### src/design/mwm_pkg.sv
// shared constants and types for the mecanum wheel mixer
`timescale 1ns / 1ps
package mwm_pkg;

  localparam int CMD_W   = 16;
  localparam int GEOM_W  = 12;
  localparam int LIMIT_W = 15;
  localparam int WHEELS  = 4;

  localparam logic REG_GEOMETRY = 1'b0;
  localparam logic REG_LIMIT    = 1'b1;

  localparam logic [GEOM_W-1:0]  GEOM_RESET  = GEOM_W'(256);
  localparam logic [LIMIT_W-1:0] LIMIT_RESET = LIMIT_W'(1000);

  typedef struct packed {
    logic              valid;
    logic              scale;
    logic [WHEELS-1:0] neg;
  } mwm_ctl_t;

endpackage

### src/design/mwm_div_cell.sv
// one restoring division step for all four wheels
`timescale 1ns / 1ps
module mwm_div_cell #(
  parameter int WW  = 24,
  parameter int BIT = 0
) (
  input  logic                                              clk,
  input  logic                                              rst,
  input  mwm_pkg::mwm_ctl_t                                 ctl_in,
  input  logic [mwm_pkg::WHEELS-1:0][WW-1:0]                rem_in,
  input  logic [mwm_pkg::WHEELS-1:0][mwm_pkg::LIMIT_W-1:0]  num_in,
  input  logic [mwm_pkg::WHEELS-1:0][mwm_pkg::LIMIT_W-1:0]  q_in,
  input  logic [WW-1:0]                                     mx_in,
  input  logic [mwm_pkg::WHEELS-1:0][mwm_pkg::CMD_W-1:0]    pass_in,
  output mwm_pkg::mwm_ctl_t                                 ctl_out,
  output logic [mwm_pkg::WHEELS-1:0][WW-1:0]                rem_out,
  output logic [mwm_pkg::WHEELS-1:0][mwm_pkg::LIMIT_W-1:0]  num_out,
  output logic [mwm_pkg::WHEELS-1:0][mwm_pkg::LIMIT_W-1:0]  q_out,
  output logic [WW-1:0]                                     mx_out,
  output logic [mwm_pkg::WHEELS-1:0][mwm_pkg::CMD_W-1:0]    pass_out
);
  import mwm_pkg::*;

  logic [WW:0]                        trial [WHEELS];
  logic [WW:0]                        diff [WHEELS];
  logic [WHEELS-1:0]                  ge;
  logic [WHEELS-1:0][WW-1:0]          rem_next;
  logic [WHEELS-1:0][LIMIT_W-1:0]     q_next;

  always_comb begin
    for (int i = 0; i < WHEELS; i++) begin
      trial[i]    = {rem_in[i], num_in[i][BIT]};
      diff[i]     = trial[i] - {1'b0, mx_in};
      ge[i]       = trial[i] >= {1'b0, mx_in};
      rem_next[i] = ge[i] ? diff[i][WW-1:0] : trial[i][WW-1:0];
      q_next[i]   = q_in[i] | (LIMIT_W'(ge[i]) << BIT);
    end
  end

  always_ff @(posedge clk) begin
    if (rst) begin
      ctl_out.valid <= 1'b0;
    end else begin
      ctl_out.valid <= ctl_in.valid;
    end
    ctl_out.scale <= ctl_in.scale;
    ctl_out.neg   <= ctl_in.neg;
  end

  always_ff @(posedge clk) begin
    rem_out       <= rem_next;
    num_out       <= num_in;
    q_out         <= q_next;
    mx_out        <= mx_in;
    pass_out      <= pass_in;
  end

endmodule

### config.mk
export PLATFORM = sky130hd
export DESIGN_NAME = mwm_div_cell
export DESIGN_NICKNAME = d
export VERILOG_FILES = /design/src/design/mwm_pkg.sv /design/src/design/mwm_div_cell.sv
export SDC_FILE = /design/constraint.sdc
export NUM_CORES = 1
export LEC_CHECK = 0
export BUFFER_PORTS_ARGS = -buffer_cell sky130_fd_sc_hd__buf_2
export CAP_MARGIN = 25
export CORE_AREA = 3 3 244 246
export DETAILED_ROUTE_END_ITERATION = 6
export DIE_AREA = 0 0 247 249
export GPL_TIMING_DRIVEN = 0
export SLEW_MARGIN = 15
export SYNTH_ARGS = -nofsm -noshare
export SYNTH_HDL_FRONTEND = slang
export SYNTH_SLANG_ARGS = --single-unit
### constraint.sdc
create_clock -name clk -period 2.96 [get_ports clk]
set_clock_uncertainty 0.1 [all_clocks]
set_input_delay 0.148 -clock clk [delete_from_list [all_inputs] [get_ports clk]]
set_output_delay 0.148 -clock clk [all_outputs]
set_load 0.01 [all_outputs]
==> reports/results.tsv <==
metric	value	unit
status	finished, violations left	
violations	hold timing	
track_usage	19.0	%
p_int	8820	uW
grt_remaining_overflow	0	
fmax	0.346	GHz
setup_ws	0.0666	ns
syn-cell-area	12300	um^2
die_w	247	um
htreeDepth	2	
rows	88	
worst_hold_slack	-0.359	ns
pre_cts_ws	-1.21	ns
antenna_found_initial	17	
cts_tree	done	
crit_family	compound AO/OA/AOI/OAI gates	
hpwl	45.6	mm
combPwrFrac	25.3	%
clock_power_share	36.5	%
synth_edf_count	0	
drt_pass1_iterations	5	
setup_viol	0	
grt_setup_unrepaired	false	
crit_path_end_kind	flip-flop	
critical_path_class	input pin to flip-flop	
cts.clk_slew.worst_paths	0.07	ns
pwr_density_cell	592	nW/um^2
async_flop_share	0	%
final_max_slew_viol_count	0	
portBuffers	621	
ys.flop_type	dfxtp_1	
slowest_delay	0.54	ns
power_leakage	0.00988	uW
drtIter0Drc	489	
drive_gt1_share	37.2	%
syn2layout_area_growth	70.5	%
gp_congestion	0.893	
clock_tree.root_cell	clkbuf_16	
hold_path_class	input pin to flip-flop	
clockBufferDepth	3	
viasPerCell	4.36	
cp_cell_sequence	dlygate4sd3_1 -> buf_2 -> ha_1 -> and3_1 -> a32o_1 -> a21oi_1 -> a21oi_2 -> a31oi_4 -> o31ai_1 -> a31oi_4 -> buf_6 -> mux2_2	
yosysUniqueCellTypes	66	
dieArea	61500	um^2
start_kind	input pin	
finalPower	12400	uW
setup_tns	0	ns
cp.required	3.29	ns
layout_commonest_cell	buf_2	
io_pins	622	
initial_core_util	21.4	%
hold_buffers	305	
die_h	249	um
drc	0	
synth_seq_cells	310	
coreArea	57600	um^2
numCtsBuffers	36	
grt_pass1_vias	13602	
drt_wl_total	61.2	mm
seq_power_share	38.2	%
max_cap_viol_count	0	
crit_fanout	10	
p_sw	3610	uW
worst_path_most_repeated_cell	a31oi_4	
period_share	97.8	%
switching_share	29.0	%
ir_worst_vdd	0.480	mV
wl_per_cell	20.8	um
maxSlewHeadroom	51.6	%
ant_nets	0	
layout_common_cells	623 x buf_2, 310 x dfxtp_1, 305 x dlygate4sd3_1, 94 x a21oi_1, 92 x ha_1	
synth.avg_cell_area	10.6	um^2
grt_pass1_wl	86.5	mm
synth_cells	1158	
yosys_warnings	0	
path_buf_inv	3	
cts.sink_count	310	
hold_violations	6	
nets	2552	
fin_crit	2.89	ns
synth_fp_nets	1570	
vias	12837	
crit_slowest_cell	dlygate4sd3_1	
grt_max_degree	15	
synth_seq_area_share	50.4	%
arrival	3.23	ns
worst_pin_slew	0.707	ns
==> sequential cells by signal, indices dropped and copies added (netlist names) <==
name,flops
rem_out,96
pass_out,64
ctl_out,6
num_out,60
q_out,60
mx_out,24
==> power groups by stage <==
stage / sequential [uW] / combinational (uW) / clock, uW
6_report: 4740 / 3140 / 4540
5_1_grt: 4780 / 3390 / 4850
4_1_cts: 4740 / 3100 / 4690
3_5_place_dp: 4830 / 2710 / 0
3_3_place_gp: 4830 / 2700 / 0
2_1_floorplan: 5060 / 1260 / 0
==> path summary, 6_finish.rpt <==
kind        from     endpoint  slack, ns  cells past startpoint
max   rem_in[59]  rem_out[56]       0.07                     12
min   num_in[30]  num_out[30]      -0.36                      1
==> per-layer routing <==
layer / GRT usage, % / routed length, um / up-vias
li1: - / - / 6084
met1: 19.8 / 22600 / 6026
met2: 34.0 / 30700 / 589
met3: 4.26 / 4030 / 132
met4: 12.3 / 3890 / 6
met5: 0 / 23 / -
==> kinds of logic (layout without fill, tap and decap cells) <==
family / Yosys count / after routing / share of synthesized area, %
AO/OA/AOI/OAI: 307 / 307 / 16.3
XOR/XNOR: 77 / 77 / 5.48
adder cells (fa/ha/maj): 100 / 100 / 10.4
buffers and inverters: 77 / 1082 / 2.63
flip-flops: 310 / 310 / 50.4
multiplexers: 59 / 59 / 5.88
other: 0 / 13 / 0
AND/OR/NAND/NOR: 228 / 228 / 8.90
==> Yosys cell counts (4+ instances only) <==
master	n	share of area (%)
dfxtp_1	310	50
a21oi_1	98	4.0
ha_1	96	9.8
nand2_1	66	2.0
o21ai_0	64	2.6
nor2_1	63	1.9
inv_1	52	1.6
a21o_1	47	2.9
xnor2_1	47	3.3
mux2_2	39	3.6
xor2_1	30	2.1
nand3_1	19	0.77
mux2_4	17	2.1
nand4_1	17	0.86
clkbuf_1	16	0.49
o21a_1	15	0.91
a211oi_1	12	0.73
nor2b_1	11	0.56
nand2b_1	10	0.51
nor3_1	10	0.41
o31ai_1	10	0.61
and3_1	9	0.46
o21bai_1	9	0.55
or2_2	7	0.36
o211ai_1	6	0.37
a21boi_0	4	0.24
a31o_2	4	0.28
a31oi_1	4	0.20
buf_2	4	0.16
buf_6	4	0.37
fa_1	4	0.65
==> metrics by stage <==
| stage | cells | instance area, um^2 | util, % |
|---|---|---|---|
| final | 2941 | 21000 | 36.5 |
| after global routing | 2940 | 21000 | 36.5 |
| after CTS | 2923 | 20800 | 36.1 |
| after detailed placement | 2544 | 16400 | 28.4 |
| after global placement | 2544 | 16400 | 28.4 |
| after floorplan | 1158 | 12300 | - |
==> layout make-up <==
cell class	instances	area [um^2]
inverters	52	225
fillers	5648	36600
well taps	765	957
clock buffers	50	1000
clock inverters	11	179
plain buffers	24	140
flip-flops and latches	310	6210
diodes	13	32.5
multi-input cells	771	5880
repair buffers	945	6370
==> what timing repair did <==
| item | CTS | global route |
|---|---|---|
| hold endpoints to repair | 310 | 6 |
| gates resized for setup | 16 | 27 |
| setup endpoints to repair | 90 | 76 |
| pin swaps | 2 | 6 |
| buffers inserted | 13 | 6 |
Power figures use the tool's default switching activity.
