<file path="src/design/mwm_pkg.sv">
// shared constants and types for the mecanum wheel mixer
`timescale 1ns / 1ps
package mwm_pkg;

  localparam int CMD_W   = 16;
  localparam int GEOM_W  = 12;
  localparam int LIMIT_W = 15;
  localparam int WHEELS  = 4;

  localparam logic REG_GEOMETRY = 1'b0;
  localparam logic REG_LIMIT    = 1'b1;

  localparam logic [GEOM_W-1:0]  GEOM_RESET  = GEOM_W'(256);
  localparam logic [LIMIT_W-1:0] LIMIT_RESET = LIMIT_W'(1000);

  typedef struct packed {
    logic              valid;
    logic              scale;
    logic [WHEELS-1:0] neg;
  } mwm_ctl_t;

endpackage

</file>
<file path="src/design/mwm_front.sv">
// kinematics front end: rotate scaling, wheel sums, peak search and scale products
`timescale 1ns / 1ps
module mwm_front #(
  parameter int K_FRAC_BITS = 8,
  parameter int KW = 21,
  parameter int WW = 24
) (
  input  logic                                                  clk,
  input  logic                                                  rst,
  input  logic                                                  start,
  input  logic signed [mwm_pkg::CMD_W-1:0]                      forward_cmd,
  input  logic signed [mwm_pkg::CMD_W-1:0]                      strafe_cmd,
  input  logic signed [mwm_pkg::CMD_W-1:0]                      rotate_cmd,
  input  logic [mwm_pkg::GEOM_W-1:0]                            geometry_factor,
  input  logic [mwm_pkg::LIMIT_W-1:0]                           speed_limit,
  output mwm_pkg::mwm_ctl_t                                     ctl,
  output logic [mwm_pkg::WHEELS-1:0][WW-1:0]                    rem,
  output logic [mwm_pkg::WHEELS-1:0][mwm_pkg::LIMIT_W-1:0]      num,
  output logic [WW-1:0]                                         mx,
  output logic [mwm_pkg::WHEELS-1:0][mwm_pkg::CMD_W-1:0]        pass
);
  import mwm_pkg::*;

  localparam int PW = CMD_W + GEOM_W;
  localparam logic [PW:0] HALF = (PW + 1)'(1) << (K_FRAC_BITS - 1);

  logic v1, v2, v3, v4, v5, v6;

  logic signed [CMD_W-1:0] f1, s1, f2, s2, f3, s3;
  logic [CMD_W-1:0]        rm1;
  logic                    rn1, rn2;
  logic [PW-1:0]           prod2;
  logic [PW:0]             rsum;
  logic [KW-1:0]           km;
  logic signed [WW-1:0]    kext;
  logic signed [WW-1:0]    k3;
  logic signed [WW-1:0]    fe, se;
  logic signed [WW-1:0]    w4 [WHEELS];
  logic [WW-1:0]           mag5 [WHEELS];
  logic [WW-1:0]           mag6 [WHEELS];
  logic [WHEELS-1:0]       neg5, neg6;
  logic [CMD_W-1:0]        pass5 [WHEELS];
  logic [CMD_W-1:0]        pass6 [WHEELS];
  logic [WW-1:0]           m01, m23, mx_next;
  logic [WW-1:0]           mx6;
  logic                    scale6;
  logic [WW+LIMIT_W-1:0]   prod7 [WHEELS];

  assign rsum = {1'b0, prod2} + HALF;
  assign km   = rsum[PW:K_FRAC_BITS];
  assign kext = WW'(km);
  assign fe   = WW'(f3);
  assign se   = WW'(s3);

  assign m01     = (mag5[0] > mag5[1]) ? mag5[0] : mag5[1];
  assign m23     = (mag5[2] > mag5[3]) ? mag5[2] : mag5[3];
  assign mx_next = (m01 > m23) ? m01 : m23;

  always_comb begin
    for (int i = 0; i < WHEELS; i++) begin
      prod7[i] = (WW + LIMIT_W)'(mag6[i]) * (WW + LIMIT_W)'(speed_limit);
    end
  end

  always_ff @(posedge clk) begin
    if (rst) begin
      v1        <= 1'b0;
      v2        <= 1'b0;
      v3        <= 1'b0;
      v4        <= 1'b0;
      v5        <= 1'b0;
      v6        <= 1'b0;
      ctl.valid <= 1'b0;
    end else begin
      v1        <= start;
      v2        <= v1;
      v3        <= v2;
      v4        <= v3;
      v5        <= v4;
      v6        <= v5;
      ctl.valid <= v6;
    end
    ctl.scale <= scale6;
    ctl.neg   <= neg6;
  end

  always_ff @(posedge clk) begin
    // magnitude of rotate, most negative pattern included
    f1  <= forward_cmd;
    s1  <= strafe_cmd;
    rn1 <= rotate_cmd[CMD_W-1];
    rm1 <= rotate_cmd[CMD_W-1] ? CMD_W'(-rotate_cmd) : CMD_W'(rotate_cmd);

    f2    <= f1;
    s2    <= s1;
    rn2   <= rn1;
    prod2 <= PW'(rm1) * PW'(geometry_factor);

    f3 <= f2;
    s3 <= s2;
    k3 <= rn2 ? -kext : kext;

    w4[0] <= fe + se + k3;
    w4[1] <= fe - se - k3;
    w4[2] <= fe - se + k3;
    w4[3] <= fe + se - k3;

    for (int i = 0; i < WHEELS; i++) begin
      neg5[i]  <= w4[i][WW-1];
      mag5[i]  <= w4[i][WW-1] ? WW'(-w4[i]) : WW'(w4[i]);
      pass5[i] <= w4[i][CMD_W-1:0];
    end

    mx6    <= mx_next;
    scale6 <= mx_next > WW'(speed_limit);
    neg6   <= neg5;
    for (int i = 0; i < WHEELS; i++) begin
      mag6[i]  <= mag5[i];
      pass6[i] <= pass5[i];
    end

    mx        <= mx6;
    for (int i = 0; i < WHEELS; i++) begin
      rem[i]  <= prod7[i][WW+LIMIT_W-1:LIMIT_W];
      num[i]  <= prod7[i][LIMIT_W-1:0];
      pass[i] <= pass6[i];
    end
  end

endmodule

</file>
<file path="config.mk">
export PLATFORM = sky130hd
export DESIGN_NAME = mwm_front
export DESIGN_NICKNAME = d
export VERILOG_FILES = /design/src/design/mwm_pkg.sv /design/src/design/mwm_front.sv
export SDC_FILE = /design/constraint.sdc
export NUM_CORES = 2
export LEC_CHECK = 0
export ABC_AREA = 0
export BUFFER_PORTS_ARGS = -buffer_cell sky130_fd_sc_hd__buf_4
export CAP_MARGIN = 20
export CORE_MARGIN = 3
export CORE_UTILIZATION = 53
export CTS_CLUSTER_SIZE = 28
export DETAILED_ROUTE_END_ITERATION = 8
export GPL_ROUTABILITY_DRIVEN = 0
export GPL_TIMING_DRIVEN = 1
export PLACE_DENSITY = 0.81
export SLEW_MARGIN = 10
export SYNTH_ARGS = -nofsm -noshare
export SYNTH_HDL_FRONTEND = slang
export SYNTH_SLANG_ARGS = --single-unit
</file>
<file path="constraint.sdc">
create_clock -name clk -period 22 [get_ports clk]
set_clock_uncertainty 0.15 [all_clocks]
set_input_delay 2.2 -clock clk [delete_from_list [all_inputs] [get_ports clk]]
set_output_delay 2.2 -clock clk [all_outputs]
set_load 0.05 [all_outputs]
</file>
==> run_results.csv <==
group,metric,value,unit
status,status,"completed",
cts,cts_repair_resize_count,0,
detailed_routing,wirelength,199500,um
synth,async_reset_ff_frac,0,
synth,ys_warn_count,0,
global_routing,grt_pass1_vias,60721,
final_layout,drive_gt1_frac,0.06673,
synth,syn-cell-area,78020,um2
timing,finalHoldViolCount,0,
final_layout,postLayoutCellArea,84870,um2
floorplan,rows,140,
cts,tritoncts,"done",
final_layout,final_nets,10206,
timing,achievable-frequency,0.1100,GHz
cts,htree_levels,3,
job,max-cap-violations,0,
floorplan,floorplan.io_pins,328,
floorplan,core_area,145900,um2
global_routing,grt-ovfl-total,0,
timing,totalNegativeSetupSlack,0,ps
hold_path,worstHoldPathType,"flip-flop to flip-flop",
setup_path,timing.setup.critical_path_class,"input pin to flip-flop",
setup_path,path_max_fanout,69,
setup_path,worst_setup_path_end_kind,"flip-flop",
timing,final-max-slew-violation-count,0,
placed_design,detailedPlacementHpwl,155600,um
cts,clkSinkCount,846,
synth,synth_top_area_cell,"fa_1",
final_layout,multiInputGateArea,55010,um2
floorplan,design.die.area,151800,um2
detailed_routing,detailedRoute.firstPassIterationCount,7,
global_routing,antenna_found_initial,10,
timing,share_of_the_cycle_needed_by_the_critical_path_after_routing,0.4133,
timing,finish_stage_setup_viols,0,
synth,yosysSeqAreaShare,0.2171,
global_routing,grt_usage,0.2675,
synth,post_synth_inst_count,8068,
placed_design,buffer_ports.inserted,327,
detailed_routing,postRouteAntennaNets,0,
cts,clk_latency,730,ps
timing,period_needed,9092,ps
timing,worstMarginPinSlew,1133,ps
synth,synth-edff-count,0,
floorplan,initial_utilization,0.5347,
global_routing,global_route_wire_length_before_repair,321200,um
cts,cts_hold_buf,0,
synth,synth_seq_cells,846,
final_layout,nFillCells,11868,
synth,netlist_top_cells_count,"fa_1 (1,281), inv_1 (1,264), nand2_1 (1,151)",
placed_design,placed_cell_area,81700,um2
detailed_routing,routed_via_density,5.572,
detailed_routing,number_of_drc_markers_after_the_initial_detailed_route_iteration,4513,
synth,yosys.area.top_type_share,0.3287,
synth,ys.flop_type,"dfxtp_1",
setup_path,worst-endpoint-arrival,9540,ps
synth,synthTopCellsByArea,"fa_1 (33%), dfxtp_1 (22%), ha_1 (11%)",
cts,cts.repair_timing.setup_buffer_count,0,
cts,ctsLongestPathBuffers,3,
final_layout,layout.area.seq,16940,um2
synth,synthesis.nets,10119,
cts,cts_inserted_buffers,91,
detailed_routing,routed-via-count,56548,
synth,yosys.cell_count.top_type,"fa_1",
global_routing,largest_net_degree_at_the_start_of_global_routing,82,
floorplan,dieHeight,389.7,um
detailed_routing,drcViolationCount,0,
setup_path,worst_ep_required_time,22440,ps
timing,rsz0062_at_grt,"false",
synth,post_synth.cell_area_avg,9.670,um2
setup_path,setup.worst_path.start_class,"input pin",
timing,max-slew-margin-rel,0.2444,
cts,cts.root.buffer_cell,"clkbuf_16",
detailed_routing,post_drt_wl_per_cell,19.65,um
floorplan,chipWidth,389.7,um
final_layout,layout_stage_area_growth_over_the_synthesis_result,8.780,%
cts,path_clk_slew,60,ps
synth,yosys.cell_types.count,80,
-- cell type report --
class,instances,share of cell area
multi-input combinational,5604,0.6481
sequential,846,0.1996
inverter,1264,0.05590
timing repair buffer,348,0.03078
clock buffer,112,0.02906
tap,1917,0.02826
clock inverter,53,0.008212
antenna,4,0.0001179
-- per-layer routing --
layer,routed length (um),share of wire,GRT usage
met2,94600,0.47,0.4451
met4,12500,0.063,0.1458
met3,19240,0.096,0.06659
met5,17,0.000085,0
met1,73110,0.37,0.3190
-- placed cells by master, fill, tap and decap left out, drive strengths merged, types with 31 or more instances in the layout --
master	n
nand2	1151
buf	348
mux2i	44
o21bai	52
a21o	87
nor2	206
nand2b	69
a31oi	31
xnor2	311
dfxtp	846
nor2b	60
inv	1283
or3	34
a21oi	240
nand3	52
ha	692
and2	663
fa	1281
o21ai	144
nor3	48
clkbuf	112
o31ai	43
xor2	95
-- sequential cells by signal, indices dropped and copies added, names as in the netlist, 4 cells and up --
name   flops
pass      62
mx6       24
rem       96
s1        16
num       58
rm1       16
mx        24
prod2     21
neg6       4
f2        16
s2        16
pass5     62
mag5      92
k3        24
neg5       4
f1        16
ctl        6
mag6      94
f3        16
w4        94
s3        16
pass6     60
-- path summary, 6_finish.rpt --
kind             startpoint           to  slack, ps  depth (start not counted)
min reg2reg     pass5[0][5]  pass6[0][5]        170                          0
min             pass5[0][5]  pass6[0][5]        170                          0
max          speed_limit[3]      rem[94]      12910                         21
max reg2reg      mag5[0][3]       scale6      13710                         30
-- critical path, cell delays in order --
cell      delay [ps]
buf_4            290
buf_4            790
nand2_1          210
fa_1             600
inv_1             50
fa_1             470
inv_1             50
fa_1             490
inv_1             50
fa_1             550
fa_1             430
fa_1             450
ha_1             420
nand4_1          180
o31ai_1          700
o211ai_1         380
o41ai_1          610
a211oi_1         190
o21bai_1         160
a21oi_1           90
xnor2_1          120
-- cells by family after synthesis --
family	count (synthesis)	synth area share
and+or+nand+nor	2401	0.1484
xor gates and xnor gates	406	0.04558
adders and majority gates	1973	0.4397
AOI/OAI and AO/OA	778	0.06514
muxes	46	0.005934
buffers and inverters	1618	0.07820
DFF	846	0.2171
-- metrics by stage --
stage	setup WS [ps]	utilization	hold slack, ps	std cells
6_report	12910	0.5816	171.0	10148
5_1_grt	12570	0.5816	176.8	10144
4_1_cts	13090	0.5816	172.0	10144
3_5_place_dp	12340	0.5599	162.1	9979
3_3_place_gp	12490	0.5599	159.7	9979
2_1_floorplan	13530	-	159.6	8068
Power is not shown: default switching activity piles up to over one toggle a cycle in this logic, so the estimate is an artifact.
